==> config.mk <==
export PLATFORM = sky130hd
export DESIGN_NAME = tpm_done_cell
export DESIGN_NICKNAME = d
export VERILOG_FILES = /design/src/rtl/timestamp_pair_matcher_top_assert.svh /design/src/rtl/tpm_pkg.sv /design/src/rtl/tpm_done_cell.sv
export SDC_FILE = /design/constraint.sdc
export NUM_CORES = 1
export LEC_CHECK = 0
export CAP_MARGIN = 20
export CORE_AREA = 10 10 135 137
export DETAILED_ROUTE_END_ITERATION = 6
export DIE_AREA = 0 0 145 147
export DONT_BUFFER_PORTS = 1
export SYNTH_ARGS = -nofsm -noshare
export SYNTH_HDL_FRONTEND = slang
export SYNTH_SLANG_ARGS = --single-unit
==> constraint.sdc <==
create_clock -name i_clk -period 1.8 [get_ports i_clk]
set_input_delay 0.18 -clock i_clk [delete_from_list [all_inputs] [get_ports i_clk]]
set_output_delay 0.18 -clock i_clk [all_outputs]
set_load 0.005 [all_outputs]
==> src/rtl/timestamp_pair_matcher_top_assert.svh <==
`ifndef TIMESTAMP_PAIR_MATCHER_TOP_ASSERT_SVH
`define TIMESTAMP_PAIR_MATCHER_TOP_ASSERT_SVH

// check a condition on every clock edge outside reset
`define TPM_ASSERT_ALWAYS(lbl, cond, msg) \
    lbl: assert property (@(posedge i_clk) disable iff (!i_rst_n) (cond)) else $error(msg);

// check that a condition implies another in the same cycle
`define TPM_ASSERT_IMPLY(lbl, ante, cons, msg) \
    lbl: assert property (@(posedge i_clk) disable iff (!i_rst_n) (ante) |-> (cons)) \
        else $error(msg);

`endif

==> src/rtl/tpm_pkg.sv <==
package tpm_pkg;

    localparam int PEND_DEPTH = 16;
    localparam int DONE_DEPTH = 32;
    localparam int PEND_IDX_W = $clog2(PEND_DEPTH);
    localparam int DONE_IDX_W = $clog2(DONE_DEPTH);
    localparam int CNT_W      = $clog2(2 * PEND_DEPTH + 32);
    localparam int CFG_IDX_W  = 2;

    localparam logic [1:0] OP_RAW   = 2'd0;
    localparam logic [1:0] OP_FUSED = 2'd1;
    localparam logic [1:0] OP_FLUSH = 2'd2;
    localparam logic [1:0] OP_NONE  = 2'd3;

    localparam logic [1:0] CAUSE_MERGE    = 2'd0;
    localparam logic [1:0] CAUSE_MISMATCH = 2'd1;
    localparam logic [1:0] CAUSE_LATE     = 2'd2;
    localparam logic [1:0] CAUSE_NOFUSED  = 2'd3;

    localparam logic [CFG_IDX_W-1:0] REG_HOLDOFF  = 2'd0;
    localparam logic [CFG_IDX_W-1:0] REG_LIFETIME = 2'd1;
    localparam logic [CFG_IDX_W-1:0] REG_MAXPEND  = 2'd2;

    typedef struct packed {
        logic [1:0]  opcode;
        logic [63:0] stamp_key;
        logic [47:0] now_time;
        logic [15:0] item_handle;
        logic [15:0] point_count;
        logic [15:0] color_count;
    } t_in_word;

    typedef struct packed {
        logic [63:0] out_key;
        logic [15:0] raw_handle;
        logic [15:0] fused_handle;
        logic        fused_taken;
        logic [1:0]  cause;
        logic [47:0] wait_ticks;
        logic        last;
    } t_out_word;

    typedef struct packed {
        logic we;
        logic clr;
        logic drop_stale;
    } t_pend_ctl;

    typedef struct packed {
        logic [63:0] key;
        logic [47:0] info;
        logic [47:0] arrival;
        logic [47:0] aux;
    } t_pend_data;

    typedef struct packed {
        logic [63:0] key;
        logic [47:0] now;
        logic [31:0] holdoff;
    } t_pend_probe;

    typedef struct packed {
        logic        valid;
        logic [63:0] key;
        logic [47:0] info;
        logic [47:0] arrival;
        logic [47:0] aux;
        logic        due;
    } t_pend_view;

    typedef struct packed {
        logic we;
        logic prune;
    } t_done_ctl;

    typedef struct packed {
        logic [63:0] key;
        logic [47:0] expiry;
    } t_done_data;

    typedef struct packed {
        logic [63:0] key;
        logic [47:0] now;
    } t_done_probe;

    typedef struct packed {
        logic        valid;
        logic [63:0] key;
        logic [47:0] expiry;
    } t_done_view;

    function automatic logic [47:0] sat_add48(input logic [47:0] a, input logic [31:0] b);
        logic [48:0] s;
        s = {1'b0, a} + {17'd0, b};
        return s[48] ? '1 : s[47:0];
    endfunction

    function automatic logic [47:0] elapsed(input logic [47:0] from, input logic [47:0] to);
        return (to >= from) ? (to - from) : '0;
    endfunction

endpackage

==> src/rtl/tpm_done_cell.sv <==
module tpm_done_cell (
    input  logic                 i_clk,
    input  logic                 i_rst_n,
    input  tpm_pkg::t_done_ctl   i_ctl,
    input  tpm_pkg::t_done_data  i_wdata,
    input  tpm_pkg::t_done_probe i_probe,
    input  logic                 i_hit_in,
    input  logic                 i_free_in,
    output tpm_pkg::t_done_view  o_view,
    output logic                 o_hit_out,
    output logic                 o_free_out,
    output logic                 o_hit_first,
    output logic                 o_free_first
);
    import tpm_pkg::*;

    logic        r_valid;
    t_done_data  r_data;
    logic        w_hit;

    assign w_hit = r_valid && (r_data.key == i_probe.key);

    assign o_hit_first  = w_hit && !i_hit_in;
    assign o_hit_out    = i_hit_in || w_hit;
    assign o_free_first = !r_valid && !i_free_in;
    assign o_free_out   = i_free_in || !r_valid;

    assign o_view.valid  = r_valid;
    assign o_view.key    = r_data.key;
    assign o_view.expiry = r_data.expiry;

    always_ff @(posedge i_clk) begin
        if (!i_rst_n) begin
            r_valid <= 1'b0;
        end else if (i_ctl.we) begin
            r_valid <= 1'b1;
        end else if (i_ctl.prune && r_valid && (i_probe.now >= r_data.expiry)) begin
            r_valid <= 1'b0;
        end
    end

    always_ff @(posedge i_clk) begin
        if (i_ctl.we) begin
            r_data <= i_wdata;
        end
    end

endmodule

# == Yosys cells after proc, flatten, opt, wreduce, memory -nomap -nowiden ==
# Cells that the tools add are included.
# word_totals
regBits,113
out_inout_bits,117
elab_cells,18
# classes
n_lt_le_gt_ge,1
eq_ne,1
n_mux,2
reduce_logical,11
# ops
operator,n
== test 64 bit,1
greater-or-equal comparator 48 bit,1
logical AND 1 bit,5
logical NOT 1 bit,3
logical OR 1 bit,2
two-way mux 1 bit,2
nonzero test 2 bit,1

# == Depth between registers and ports, before layout ==
# logic_depth
ltp_word,4
ltp_mapped,8
mapped_depth_nobuf,8

# == Least setup slack after synthesis ==
# Ideal clock, no wire load.
# synth_path
path_kind,register -> register
start,"reg r_data, in the netlist o_view[0]"
end,reg r_valid
setup_ps,79
arrival_time_ps,1802
required_time_ps,1721
slack_ps,-81
path_stages_with_launch,8
cell_sequence,edfxtp_1 -> ha_1 -> nand2b_1 -> a2111oi_0 -> nand4b_1 -> nand3_1 -> a2111o_1 -> o211ai_1
# synth_via
elab_chain_cells,3
# synth_lines
item,line_no,text
"start, declared",tpm_done_cell.sv:18,t_done_data r_data;
"start signal, assigned",tpm_done_cell.sv:44,r_data <= i_wdata;
greater-or-equal comparator 48 bit,tpm_done_cell.sv:37,end else if (i_ctl.prune && r_valid && (i_probe.now >= r_data.expiry)) begin
logical AND 1 bit,tpm_done_cell.sv:37,
nonzero test 2 bit (no source line),--,
"end signal, assigned",tpm_done_cell.sv:34,r_valid <= 1'b0;
"end signal, assigned",tpm_done_cell.sv:36,r_valid <= 1'b1;
"end signal, assigned",tpm_done_cell.sv:38,r_valid <= 1'b0;
"end, declared",tpm_done_cell.sv:17,logic r_valid;
# No other way between the ends.
# A chain may end at the register's enable or synchronous reset.

# == Final worst setup path ==
# layout_path
start,"reg r_data, in the netlist o_view[66]"
end,out o_hit_first
# layout_via
elab_chain_cells,3
# layout_lines
item,line_no,text
== test 64 bit,tpm_done_cell.sv:21,assign w_hit = r_valid && (r_data.key == i_probe.key);
logical AND 1 bit,tpm_done_cell.sv:21,
logical AND 1 bit,tpm_done_cell.sv:23,assign o_hit_first = w_hit && !i_hit_in;
"end, declared",tpm_done_cell.sv:12,"output logic o_hit_first,"
# No other way between the ends.

==> flow_summary_export.csv <==
group,metric,value,unit
power_and_ir_drop,p_clk_frac,0.437,
synth,yosys_warnings,0,
cells_and_area,area_growth,48.01,%
floorplan,io-pin-count,347,
timing,rsz0062_at_grt,"yes",
drt,vias,3983,
drt,wl,19280,um
drt,ant_nets,0,
cells_and_area,final_nets,874,
timing,timing.final.crit_share,1.292,
timing,relSlewSlack,0.7799,
timing,tightest_slew,0.3302,ns
hold_path,min-delay-start,"i_ctl[1]",
timing,finClkSkew,0.007393,ns
cts,clk_pin_slew,0.06,ns
synth,synth_most_common_cell,"edfxtp_1",
drt,first_iter_violations,113,
synth,ys_top_cells_by_count,"112 x edfxtp_1, 63 x inv_1, 48 x ha_1, 47 x xnor2_1, 23 x a21oi_1",
critical_path,arrival,2.14,ns
hold_path,hold_depth,0,
placed_design,gp_congestion,0.7743,
drt,dr.pass1.iters,4,
grt,grt-ovfl-total,0,
status,status,"finished, violations left",
grt,grt_usage,0.1752,
floorplan,coreArea,0.01560,mm^2
hold_path,holdPathEnd,"o_view[53]",
critical_path,criticalPathCategory,"register to output pin",
timing,hold_ws,-0.1212,ns
timing,finalSetupViolations,3,
synth,syn_nets,669,
timing,worst_slack,-0.5250,ns
timing,fmax,0.4301,GHz
hold_path,hold_class,"input pin to register",
grt,grt_max_degree,114,
power_and_ir_drop,swShare,0.2432,
grt,antenna_found_initial,1,
cts,htree_levels,4,
drt,drc,0,
job,maxCapViolCount,0,
placed_design,port-buffer-count,0,
timing,fin_tns_setup,-1.163,ns
cts,cts.sinks,113,
drt,vias_per_cell,4.828,
cts,clock_latency,0.41,ns
power_and_ir_drop,pwr-share-comb,0.127,
synth,async_reset_ff_frac,0,
placed_design,place_hpwl,15490,um
status,violations,"hold timing, setup timing",
drt,routedWlPerCell,23.37,um
timing,slew_violations,0,
critical_path,cp.required,1.62,ns
synth,synth_cells,391,
floorplan,die_h,147,um
power_and_ir_drop,total_power,7616,uW
synth,syn_avg_cell_area,13.72,um^2
synth,synth_cell_types,34,
timing,period_minus_slack,2.325,ns
synth,yosysSeqAreaShare,0.6307,
critical_path,rrSetupSlack,-0.14,ns
critical_path,critical_path.max_fanout,2,
cts,cts_tree,"yes",
power_and_ir_drop,power_leakage,0.003231,uW
cells_and_area,layout-drive-gt1-share,0.1859,
timing,finalHoldViolations,112,
synth,yosys-top-cells-area,"edfxtp_1 63%, ha_1 11%, xnor2_1 7.7%, inv_1 4.4%, a21oi_1 2.1%",
cells_and_area,finalCoreUtilization,0.5090,
floorplan,design.die.area,0.02132,mm^2
cts,clock_path_buffers,2,
synth,ys_ff_latch,113,
floorplan,die_x,145,um
floorplan,rows,46,
cts,cts_buffers,17,
synth,yosysTopAreaCell,"edfxtp_1",
grt,grt_pass1_wl,28220,um
critical_path,crit_chain,"xor2_1, a2111o_1, a2111oi_2, and4_1, nand4_2, nor2_2",
cells_and_area,stdcell_count,825,
cts,cts_root_buf,"clkbuf_16",
critical_path,rr_startpoint,"o_view[0]",
floorplan,start_util,0.3439,
power_and_ir_drop,p_sw,1852,uW
placed_design,dp_cells,680,
critical_path,timing.rr.end,"r_valid",
grt,grt_pass1_vias,4553,
cts,cts_hold_buf,112,
power_and_ir_drop,p_per_area,959.3,mW/mm^2
critical_path,crit_path_start_kind,"register",
critical_path,crit_slowest_cell,"edfxtp_1",
synth,synth_area,0.005364,mm^2
synth,synth_top_area_frac,0.6270,
critical_path,critPathMaxStageDelay,0.40,ns
power_and_ir_drop,intPower,5764,uW
critical_path,reg2reg_depth,7,
synth,synth_enable_flop_cells,112,
synth,synth_ff_type,"edfxtp_1",
power_and_ir_drop,p_seq_frac,0.435,
power_and_ir_drop,irDropWorstVdd,0.7712,mV
critical_path,end_kind,"output pin",
flip-flops by register name, indices dropped and copies added (netlist names):
register,count
o_view,112
r_valid,1
layout by cell type (no fill, tap or decap), types with 8 or more instances in the layout:
| cell type | count |
|---|---|
| a21oi_1 | 23 |
| buf_4 | 75 |
| clkbuf_16 | 17 |
| dlygate4sd3_1 | 112 |
| edfxtp_1 | 112 |
| ha_1 | 48 |
| inv_1 | 63 |
| nand2_1 | 14 |
| nand4_1 | 18 |
| o21ai_0 | 8 |
| xnor2_1 | 47 |
per-layer routing:
metal  track usage  vias to the layer above  wire, um
li1              -                     1847         -
met1        0.1597                     1896      6401
met2        0.3271                      218     10490
met3       0.09214                       22      1988
met4       0.05516                        0       399
met5             0                        -         0
power by group through the flow:
stage                     combinational [uW]  clock (uW)  sequential, uW
after floorplan                          401           0            3330
after global placement                   724           0            3370
after detailed placement                 748           0            3380
after CTS                                977        3390            3320
after global routing                    1070        3500            3340
final                                    968        3330            3320
kinds of logic (layout without fill, tap and decap cells):
| group | after synthesis | after routing | share of synthesized area |
|---|---|---|---|
| AND/OR/NAND/NOR | 63 | 63 | 0.06578 |
| AO/OA/AOI/OAI | 50 | 50 | 0.05948 |
| adder cells (fa/ha/maj) | 48 | 48 | 0.1120 |
| flip-flops | 113 | 113 | 0.6307 |
| buffers and inverters | 64 | 281 | 0.04549 |
| XOR/XNOR | 53 | 53 | 0.08654 |
| other | 0 | 1 | 0 |
metrics by stage:
stage                     area (um^2)  setup WS (ns)
after global placement           6182        -0.2115
final                            7939        -0.5250
after global routing             7939        -0.6476
after CTS                        7936        -0.5770
after floorplan                  5364      -0.004699
after detailed placement         6182        -0.2167
worst max-delay path: cells and delay by family (launching register included):
| family | cells | cell delay, ns |
|---|---|---|
| and+or+nand+nor | 3 | 0.60 |
| AOI/OAI and AO/OA | 2 | 0.59 |
| DFF | 1 | 0.40 |
| xor gates and xnor gates | 1 | 0.16 |
how the worst max path moves through the flow:
stage / to / depth (start not counted) / slack (ns) / start
final: o_hit_first / 6 / -0.52 / o_view[66]
after detailed placement: r_valid / 7 / -0.22 / o_view[0]
after CTS: o_hit_first / 6 / -0.58 / o_view[66]
after global placement: r_valid / 7 / -0.21 / o_view[0]
after global routing: o_hit_first / 6 / -0.65 / o_view[66]
after floorplan: r_valid / 7 / -0.005 / o_view[0]
final cells by class:
class / instances / area [um^2]
sequential: 113 / 3383
clock inverter: 14 / 156.4
clock buffer: 17 / 425.4
timing repair buffer: 187 / 1684
fill: 1316 / 7659
multi-input combinational: 214 / 1780
tap: 216 / 270.3
inverter: 63 / 236.5
antenna: 1 / 2.502
what timing repair did:
item / in CTS / in global routing
pin swaps: 3 / 1
endpoints found under the setup margin: 3 / 3
gates cloned: 0 / 0
resized for setup: 7 / 0
hold endpoints to repair: 224 / 112
buffers inserted: 1 / 0
(Power assumes the default switching activity.)
