$ cat config.mk
export PLATFORM = sky130hd
export DESIGN_NAME = tpm_pend_cell
export DESIGN_NICKNAME = d
export VERILOG_FILES = /design/src/rtl/timestamp_pair_matcher_top_assert.svh /design/src/rtl/tpm_pkg.sv /design/src/rtl/tpm_pend_cell.sv
export SDC_FILE = /design/constraint.sdc
export NUM_CORES = 1
export LEC_CHECK = 0
export BUFFER_PORTS_ARGS = -buffer_cell sky130_fd_sc_hd__buf_2
export CAP_MARGIN = 20
export CORE_AREA = 5 5 222 224
export DETAILED_ROUTE_END_ITERATION = 12
export DIE_AREA = 0 0 227 229
export GPL_ROUTABILITY_DRIVEN = 0
export PLACE_DENSITY_LB_ADDON = 0.15
export SYNTH_ARGS = -nofsm -noshare
export SYNTH_HDL_FRONTEND = slang
export SYNTH_SLANG_ARGS = --single-unit
$ cat constraint.sdc
create_clock -name i_clk -period 4 [get_ports i_clk]
set_input_delay 0.4 -clock i_clk [delete_from_list [all_inputs] [get_ports i_clk]]
set_output_delay 0.4 -clock i_clk [all_outputs]
set_load 0.01 [all_outputs]
$ cat src/rtl/timestamp_pair_matcher_top_assert.svh
`ifndef TIMESTAMP_PAIR_MATCHER_TOP_ASSERT_SVH
`define TIMESTAMP_PAIR_MATCHER_TOP_ASSERT_SVH

// check a condition on every clock edge outside reset
`define TPM_ASSERT_ALWAYS(lbl, cond, msg) \
    lbl: assert property (@(posedge i_clk) disable iff (!i_rst_n) (cond)) else $error(msg);

// check that a condition implies another in the same cycle
`define TPM_ASSERT_IMPLY(lbl, ante, cons, msg) \
    lbl: assert property (@(posedge i_clk) disable iff (!i_rst_n) (ante) |-> (cons)) \
        else $error(msg);

`endif

$ cat src/rtl/tpm_pkg.sv
package tpm_pkg;

    localparam int PEND_DEPTH = 16;
    localparam int DONE_DEPTH = 32;
    localparam int PEND_IDX_W = $clog2(PEND_DEPTH);
    localparam int DONE_IDX_W = $clog2(DONE_DEPTH);
    localparam int CNT_W      = $clog2(2 * PEND_DEPTH + 32);
    localparam int CFG_IDX_W  = 2;

    localparam logic [1:0] OP_RAW   = 2'd0;
    localparam logic [1:0] OP_FUSED = 2'd1;
    localparam logic [1:0] OP_FLUSH = 2'd2;
    localparam logic [1:0] OP_NONE  = 2'd3;

    localparam logic [1:0] CAUSE_MERGE    = 2'd0;
    localparam logic [1:0] CAUSE_MISMATCH = 2'd1;
    localparam logic [1:0] CAUSE_LATE     = 2'd2;
    localparam logic [1:0] CAUSE_NOFUSED  = 2'd3;

    localparam logic [CFG_IDX_W-1:0] REG_HOLDOFF  = 2'd0;
    localparam logic [CFG_IDX_W-1:0] REG_LIFETIME = 2'd1;
    localparam logic [CFG_IDX_W-1:0] REG_MAXPEND  = 2'd2;

    typedef struct packed {
        logic [1:0]  opcode;
        logic [63:0] stamp_key;
        logic [47:0] now_time;
        logic [15:0] item_handle;
        logic [15:0] point_count;
        logic [15:0] color_count;
    } t_in_word;

    typedef struct packed {
        logic [63:0] out_key;
        logic [15:0] raw_handle;
        logic [15:0] fused_handle;
        logic        fused_taken;
        logic [1:0]  cause;
        logic [47:0] wait_ticks;
        logic        last;
    } t_out_word;

    typedef struct packed {
        logic we;
        logic clr;
        logic drop_stale;
    } t_pend_ctl;

    typedef struct packed {
        logic [63:0] key;
        logic [47:0] info;
        logic [47:0] arrival;
        logic [47:0] aux;
    } t_pend_data;

    typedef struct packed {
        logic [63:0] key;
        logic [47:0] now;
        logic [31:0] holdoff;
    } t_pend_probe;

    typedef struct packed {
        logic        valid;
        logic [63:0] key;
        logic [47:0] info;
        logic [47:0] arrival;
        logic [47:0] aux;
        logic        due;
    } t_pend_view;

    typedef struct packed {
        logic we;
        logic prune;
    } t_done_ctl;

    typedef struct packed {
        logic [63:0] key;
        logic [47:0] expiry;
    } t_done_data;

    typedef struct packed {
        logic [63:0] key;
        logic [47:0] now;
    } t_done_probe;

    typedef struct packed {
        logic        valid;
        logic [63:0] key;
        logic [47:0] expiry;
    } t_done_view;

    function automatic logic [47:0] sat_add48(input logic [47:0] a, input logic [31:0] b);
        logic [48:0] s;
        s = {1'b0, a} + {17'd0, b};
        return s[48] ? '1 : s[47:0];
    endfunction

    function automatic logic [47:0] elapsed(input logic [47:0] from, input logic [47:0] to);
        return (to >= from) ? (to - from) : '0;
    endfunction

endpackage

$ cat src/rtl/tpm_pend_cell.sv
module tpm_pend_cell (
    input  logic                 i_clk,
    input  logic                 i_rst_n,
    input  tpm_pkg::t_pend_ctl   i_ctl,
    input  tpm_pkg::t_pend_data  i_wdata,
    input  tpm_pkg::t_pend_probe i_probe,
    input  logic                 i_hit_in,
    input  logic                 i_free_in,
    output tpm_pkg::t_pend_view  o_view,
    output logic                 o_hit_out,
    output logic                 o_free_out,
    output logic                 o_hit_first,
    output logic                 o_free_first
);
    import tpm_pkg::*;

    logic        r_valid;
    t_pend_data  r_data;
    logic        w_hit;
    logic        w_stale;

    assign w_hit   = r_valid && (r_data.key == i_probe.key);
    assign w_stale = r_valid && (i_probe.now >= r_data.arrival) &&
                     ((i_probe.now - r_data.arrival) >= {16'd0, i_probe.holdoff});

    assign o_hit_first  = w_hit && !i_hit_in;
    assign o_hit_out    = i_hit_in || w_hit;
    assign o_free_first = !r_valid && !i_free_in;
    assign o_free_out   = i_free_in || !r_valid;

    assign o_view.valid   = r_valid;
    assign o_view.key     = r_data.key;
    assign o_view.info    = r_data.info;
    assign o_view.arrival = r_data.arrival;
    assign o_view.aux     = r_data.aux;
    assign o_view.due     = r_valid && (i_probe.now >= r_data.aux);

    always_ff @(posedge i_clk) begin
        if (!i_rst_n) begin
            r_valid <= 1'b0;
        end else if (i_ctl.we) begin
            r_valid <= 1'b1;
        end else if (i_ctl.clr || (i_ctl.drop_stale && w_stale)) begin
            r_valid <= 1'b0;
        end
    end

    always_ff @(posedge i_clk) begin
        if (i_ctl.we) begin
            r_data <= i_wdata;
        end
    end

endmodule

; ---- Yosys cells after proc, flatten, opt, wreduce, memory -nomap -nowiden
; Index checks and enable logic that the tools add are counted.
[word_totals]
ff_bits = 209
in_bits = 359
output_inout_bits = 214
elab_cells = 26
[op_classes]
add_sub_neg = 1
magnitude_cmp = 3
n_eq_ne = 1
muxes = 2
n_reduce_logical = 14
[ops]
columns = op, count
row1 = $ge A48 B48 Y1, 2
row2 = $eq A64 B64 Y1, 1
row3 = $ge A48 B32 Y1, 1
row4 = $sub A48 B48 Y48, 1
row5 = $logic_and A1 B1 Y1, 7
row6 = $logic_not A1 Y1, 3
row7 = $logic_or A1 B1 Y1, 3
row8 = $mux W1, 2
row9 = $reduce_bool A2 Y1, 1

; ---- Depth between registers and ports, before layout
[depth]
word_depth = 7
mapped_depth = 22
depth_no_buf = 22

; ---- Worst setup path after synthesis
; No wires, ideal clock.
[synth_timing]
kind = reg-to-reg
start = register r_data, in the netlist o_view[49]
end = register r_valid
setup_time_ns = 0.069
arrival_ns = 4.006
required_time_ns = 3.931
setup_slack_ns = -0.075
stages_incl_launch_ff = 21
n_path_buf = 0
synth_period_minus_slack_ns = 4.075
path_cell_list = edfxtp_1 > ha_1 > fa_1 > nand2b_1 > a211oi_2 > o211ai_1 > a31oi_2 > o21ai_0 > nor2_1 > nor2_1 > xnor2_1 > ha_1 > nor2b_1 > o21ai_0 > o21ai_0 > a211oi_1 > o2111ai_1 > nor4_1 > nand4b_1 > or4_1 > o21ai_1
[synth_between]
elab_chain_cells = 6
word_cells_on_any_way = 8
classes_between = add/sub (1) / order compare (2) / reduce/logical (5)
[synth_lines]
columns = element, line
row1 = start: declaration, tpm_pend_cell.sv:18  ; t_pend_data r_data;
row2 = start signal: assignment, tpm_pend_cell.sv:50  ; r_data <= i_wdata;
row3 = $sub A48 B48 Y48 or $ge A48 B48 Y1 (tied branches), "tpm_pend_cell.sv:24, tpm_pend_cell.sv:23"
row4 = $ge A48 B32 Y1 or $logic_and A1 B1 Y1 (tied branches), "tpm_pend_cell.sv:24, tpm_pend_cell.sv:23"
row5 = $logic_and A1 B1 Y1 *, tpm_pend_cell.sv:23  ; assign w_stale = r_valid && (i_probe.now >= r_data.arrival) &&
row6 = $logic_and A1 B1 Y1 *, tpm_pend_cell.sv:43  ; end else if (i_ctl.clr || (i_ctl.drop_stale && w_stale)) begin
row7 = $logic_or A1 B1 Y1 *, tpm_pend_cell.sv:43
row8 = $reduce_bool A2 Y1 (no line) *, -
row9 = end signal: assignment, tpm_pend_cell.sv:40  ; r_valid <= 1'b0;
row10 = end signal: assignment, tpm_pend_cell.sv:42  ; r_valid <= 1'b1;
row11 = end signal: assignment, tpm_pend_cell.sv:44  ; r_valid <= 1'b0;
row12 = end: declaration, tpm_pend_cell.sv:17  ; logic r_valid;
; Every way passes the cells marked *; elsewhere a longest branch is shown, timed or not.
; A chain may end at the register's enable or synchronous reset.

; ---- Worst setup path after layout
[layout_timing]
start = register r_data, in the netlist o_view[70]
end = register r_valid
; The elaborated chain is that of the path after synthesis.

==> run metrics <==
switching power=2.171 mW; Post-Synthesis Cells=1130; first drt pass iteration count=4; Mean Syn Cell Area=11.04 um2; syn_nets=1618; switching portion of total power=0.3053; Distinct cells, synth=76; mapped cell area=12470 um2; Final Skew=0.006870 ns; Hold WS=0.05965 ns; Synthesis Warnings=0; DIE WIDTH=227 um; CP endpoint kind=flop; register area share after synthesis=0.5024; worst-margin pin slew=1.115 ns; Reg2Reg Setup Slack=-0.15 ns; fin cells=2701; Vias=12120; leak pwr=9.473 nW; Clock Tree Root=clkbuf_16; number of synthesized flops with an enable pin=208; min cycle time layout=4.147 ns; Hold Path Class=in2reg; global route total overflow=0; worst r2r path cells=20; total core area=47150 um2; Max-Slew Margin vs Limit=0.2564; Final Core Density=0.4265; Starting Density=0.2646; Die Area=51980 um2; Tot GR Track Use=0.1964; nature of the critical path startpoint=flop; Hold Fails Final Rpt=0; Clock Latency Late Sink=0.56 ns; design area=20110 um2; total clock sinks=209; I/O pin cnt=573; Die Y=229 um; Seq pwr share=0.381; antenna violation net count after detailed routing=0; Final Total Pwr=7.110 mW; DRT iter0 DRCs=475; row cnt=80; Routed WL per cell=19.56 um; hold path cells=1; crit-path max FO=7; Place WS=-0.4855 ns; RSZ-0062 raised after global routing=yes; Slew Viols, Final=0; most common cell after layout, fill and taps aside=buf_2; global routing's busiest layer=met2; drt drc=0; initial antenna violation count=19; TNS Setup=-0.1475 ns; FILL cells=4617; GRT met1 Usage=0.2257; synthesis-stage register bit count=209; largest net degree at the start of global routing=137; GR Util met2=0.3570; Max VDD drop=0.3668 mV; Comb pwr share=0.294; Nets=2548; number of max-cap violations=0; hold worst-path end=o_view[8]$_DFFE_PP_; final-report setup violation count=1; cts bufs inserted=26; async set-or-reset flop fraction in the synthesized netlist=0; period utilization=1.037; RR Endpoint=r_valid$_SDFFE_PN0P_; TritonCTS clock tree=built; Vias/cell=4.488; Layout area overhead=61.22%; number of global-route vias before repair=13210; Main synth FF type=edfxtp_1; Worst-path clk slew=0.06 ns; share of layout cells above drive strength 1=0.3869; power share of the clock group=0.325; critical path data arrival time=4.64 ns; status=finished with violations; most frequent cells in the layout=buf_2, edfxtp_1, dlygate4sd3_1; M3 GR Usage=0.04879; hpwl dp=43940 um; number of buffers added on ports=572; Inst Count DP=2432; Routed WL=52840 um; worst path required time=4.50 ns; PwrDens=353.6 nW/um2; Clock Tree Buf Depth=3; htree depth=1; failing checks=negative setup slack; critical path type=reg2reg; r2r startpoint=o_view[70]$_DFFE_PP_; setup slack after layout=-0.1475 ns; first-pass GRT wire length=78830 um; Placed Instance Area=17030 um2; hold path start=i_wdata[7]; P_int=4.939 mW; Max Fclk=241.1 MHz
[registers in the layout, indices dropped and copies added, names as in the netlist]
| signal | flops |
|---|---|
| r_valid | 1 |
| o_view | 208 |
[layer usage]
| layer | up-vias | wire length (um) |
|---|---|---|
| li1 | 6008 | - |
| met1 | 5613 | 20500 |
| met2 | 401 | 26910 |
| met3 | 87 | 3322 |
| met4 | 14 | 2016 |
| met5 | - | 90 |
[critical path, stage by stage (launching register included)]
cell       delay, ns
edfxtp_1        0.38
inv_1           0.07
ha_2            0.40
nand4_1         0.20
nor4_2          0.34
a21boi_4        0.28
o21ai_0         0.10
nand2b_1        0.07
a21oi_1         0.07
xnor2_1         0.26
ha_1            0.29
nand4_1         0.10
nor2_1          0.05
nand2_1         0.08
o2111ai_1       0.10
nor3_1          0.22
o2111ai_1       0.13
nor4_1          0.19
nand4b_1        0.16
or4_1           0.48
o21ai_1         0.11
[kinds of logic after synthesis]
logic type               Yosys count  share of synthesized area
flip-flops                       209                     0.5024
AO/OA/AOI/OAI                    264                     0.1424
multiplexers                       3                   0.002508
buffers and inverters            179                    0.05678
adder cells (fa/ha/maj)          129                     0.1300
XOR/XNOR                          75                    0.05266
AND/OR/NAND/NOR                  271                     0.1133
[how the worst max path moves through the flow]
stage	endpoint	startpoint	slack, ns
2_1_floorplan	r_valid$_SDFFE_PN0P_	o_view[49]$_DFFE_PP_	0.03
3_3_place_gp	r_valid$_SDFFE_PN0P_	i_probe[32]	-0.45
3_5_place_dp	r_valid$_SDFFE_PN0P_	i_probe[32]	-0.49
4_1_cts	r_valid$_SDFFE_PN0P_	o_view[49]$_DFFE_PP_	-0.26
5_1_grt	r_valid$_SDFFE_PN0P_	o_view[71]$_DFFE_PP_	-0.47
6_report	r_valid$_SDFFE_PN0P_	o_view[70]$_DFFE_PP_	-0.15
[power by group through the flow]
stage	clock network, mW	registers (mW)	logic [mW]
after floorplan	0	2.82	0.879
after global placement	0	2.75	1.89
after detailed placement	0	2.75	1.90
after CTS	2.40	2.71	2.09
after global routing	2.48	2.72	2.32
final	2.31	2.71	2.09
[what timing repair did]
action                                  4_1_cts  5_1_grt
endpoints found under the hold margin       206        0
pin swaps                                    17       24
hold buffers                                206        0
buffers inserted                              1        8
endpoints found under the setup margin        2        2
gates resized for setup                      18       15
[final cells by class]
cell class	count	area, um2	share of cell area
Sequential cell	209	6266	0.3116
Tap cell	615	769.5	0.03827
Multi-Input combinational cell	742	5605	0.2787
Clock inverter	18	168.9	0.008400
Inverter	160	600.6	0.02987
Clock buffer	28	658.1	0.03273
Antenna cell	8	20.02	0.0009955
Timing Repair Buffer	921	6021	0.2994
[cells in the mapped netlist (9+ instances only)]
cell,count,area share
a211oi_1,9,0.0054
a21o_1,25,0.015
a21oi_1,76,0.030
buf_2,13,0.0052
edfxtp_1,208,0.50
ha_1,128,0.13
inv_1,160,0.048
nand2_1,71,0.021
nand2b_1,19,0.0095
nand3_1,24,0.0096
nand4_1,27,0.014
nor2_1,47,0.014
nor2b_1,13,0.0065
nor3_1,15,0.0060
nor4_1,14,0.0070
o211ai_1,12,0.0072
o21a_1,9,0.0054
o21ai_0,48,0.019
o22ai_1,9,0.0045
xnor2_1,25,0.018
xor2_1,50,0.035
Note: power is estimated with default switching activity, not from simulation.
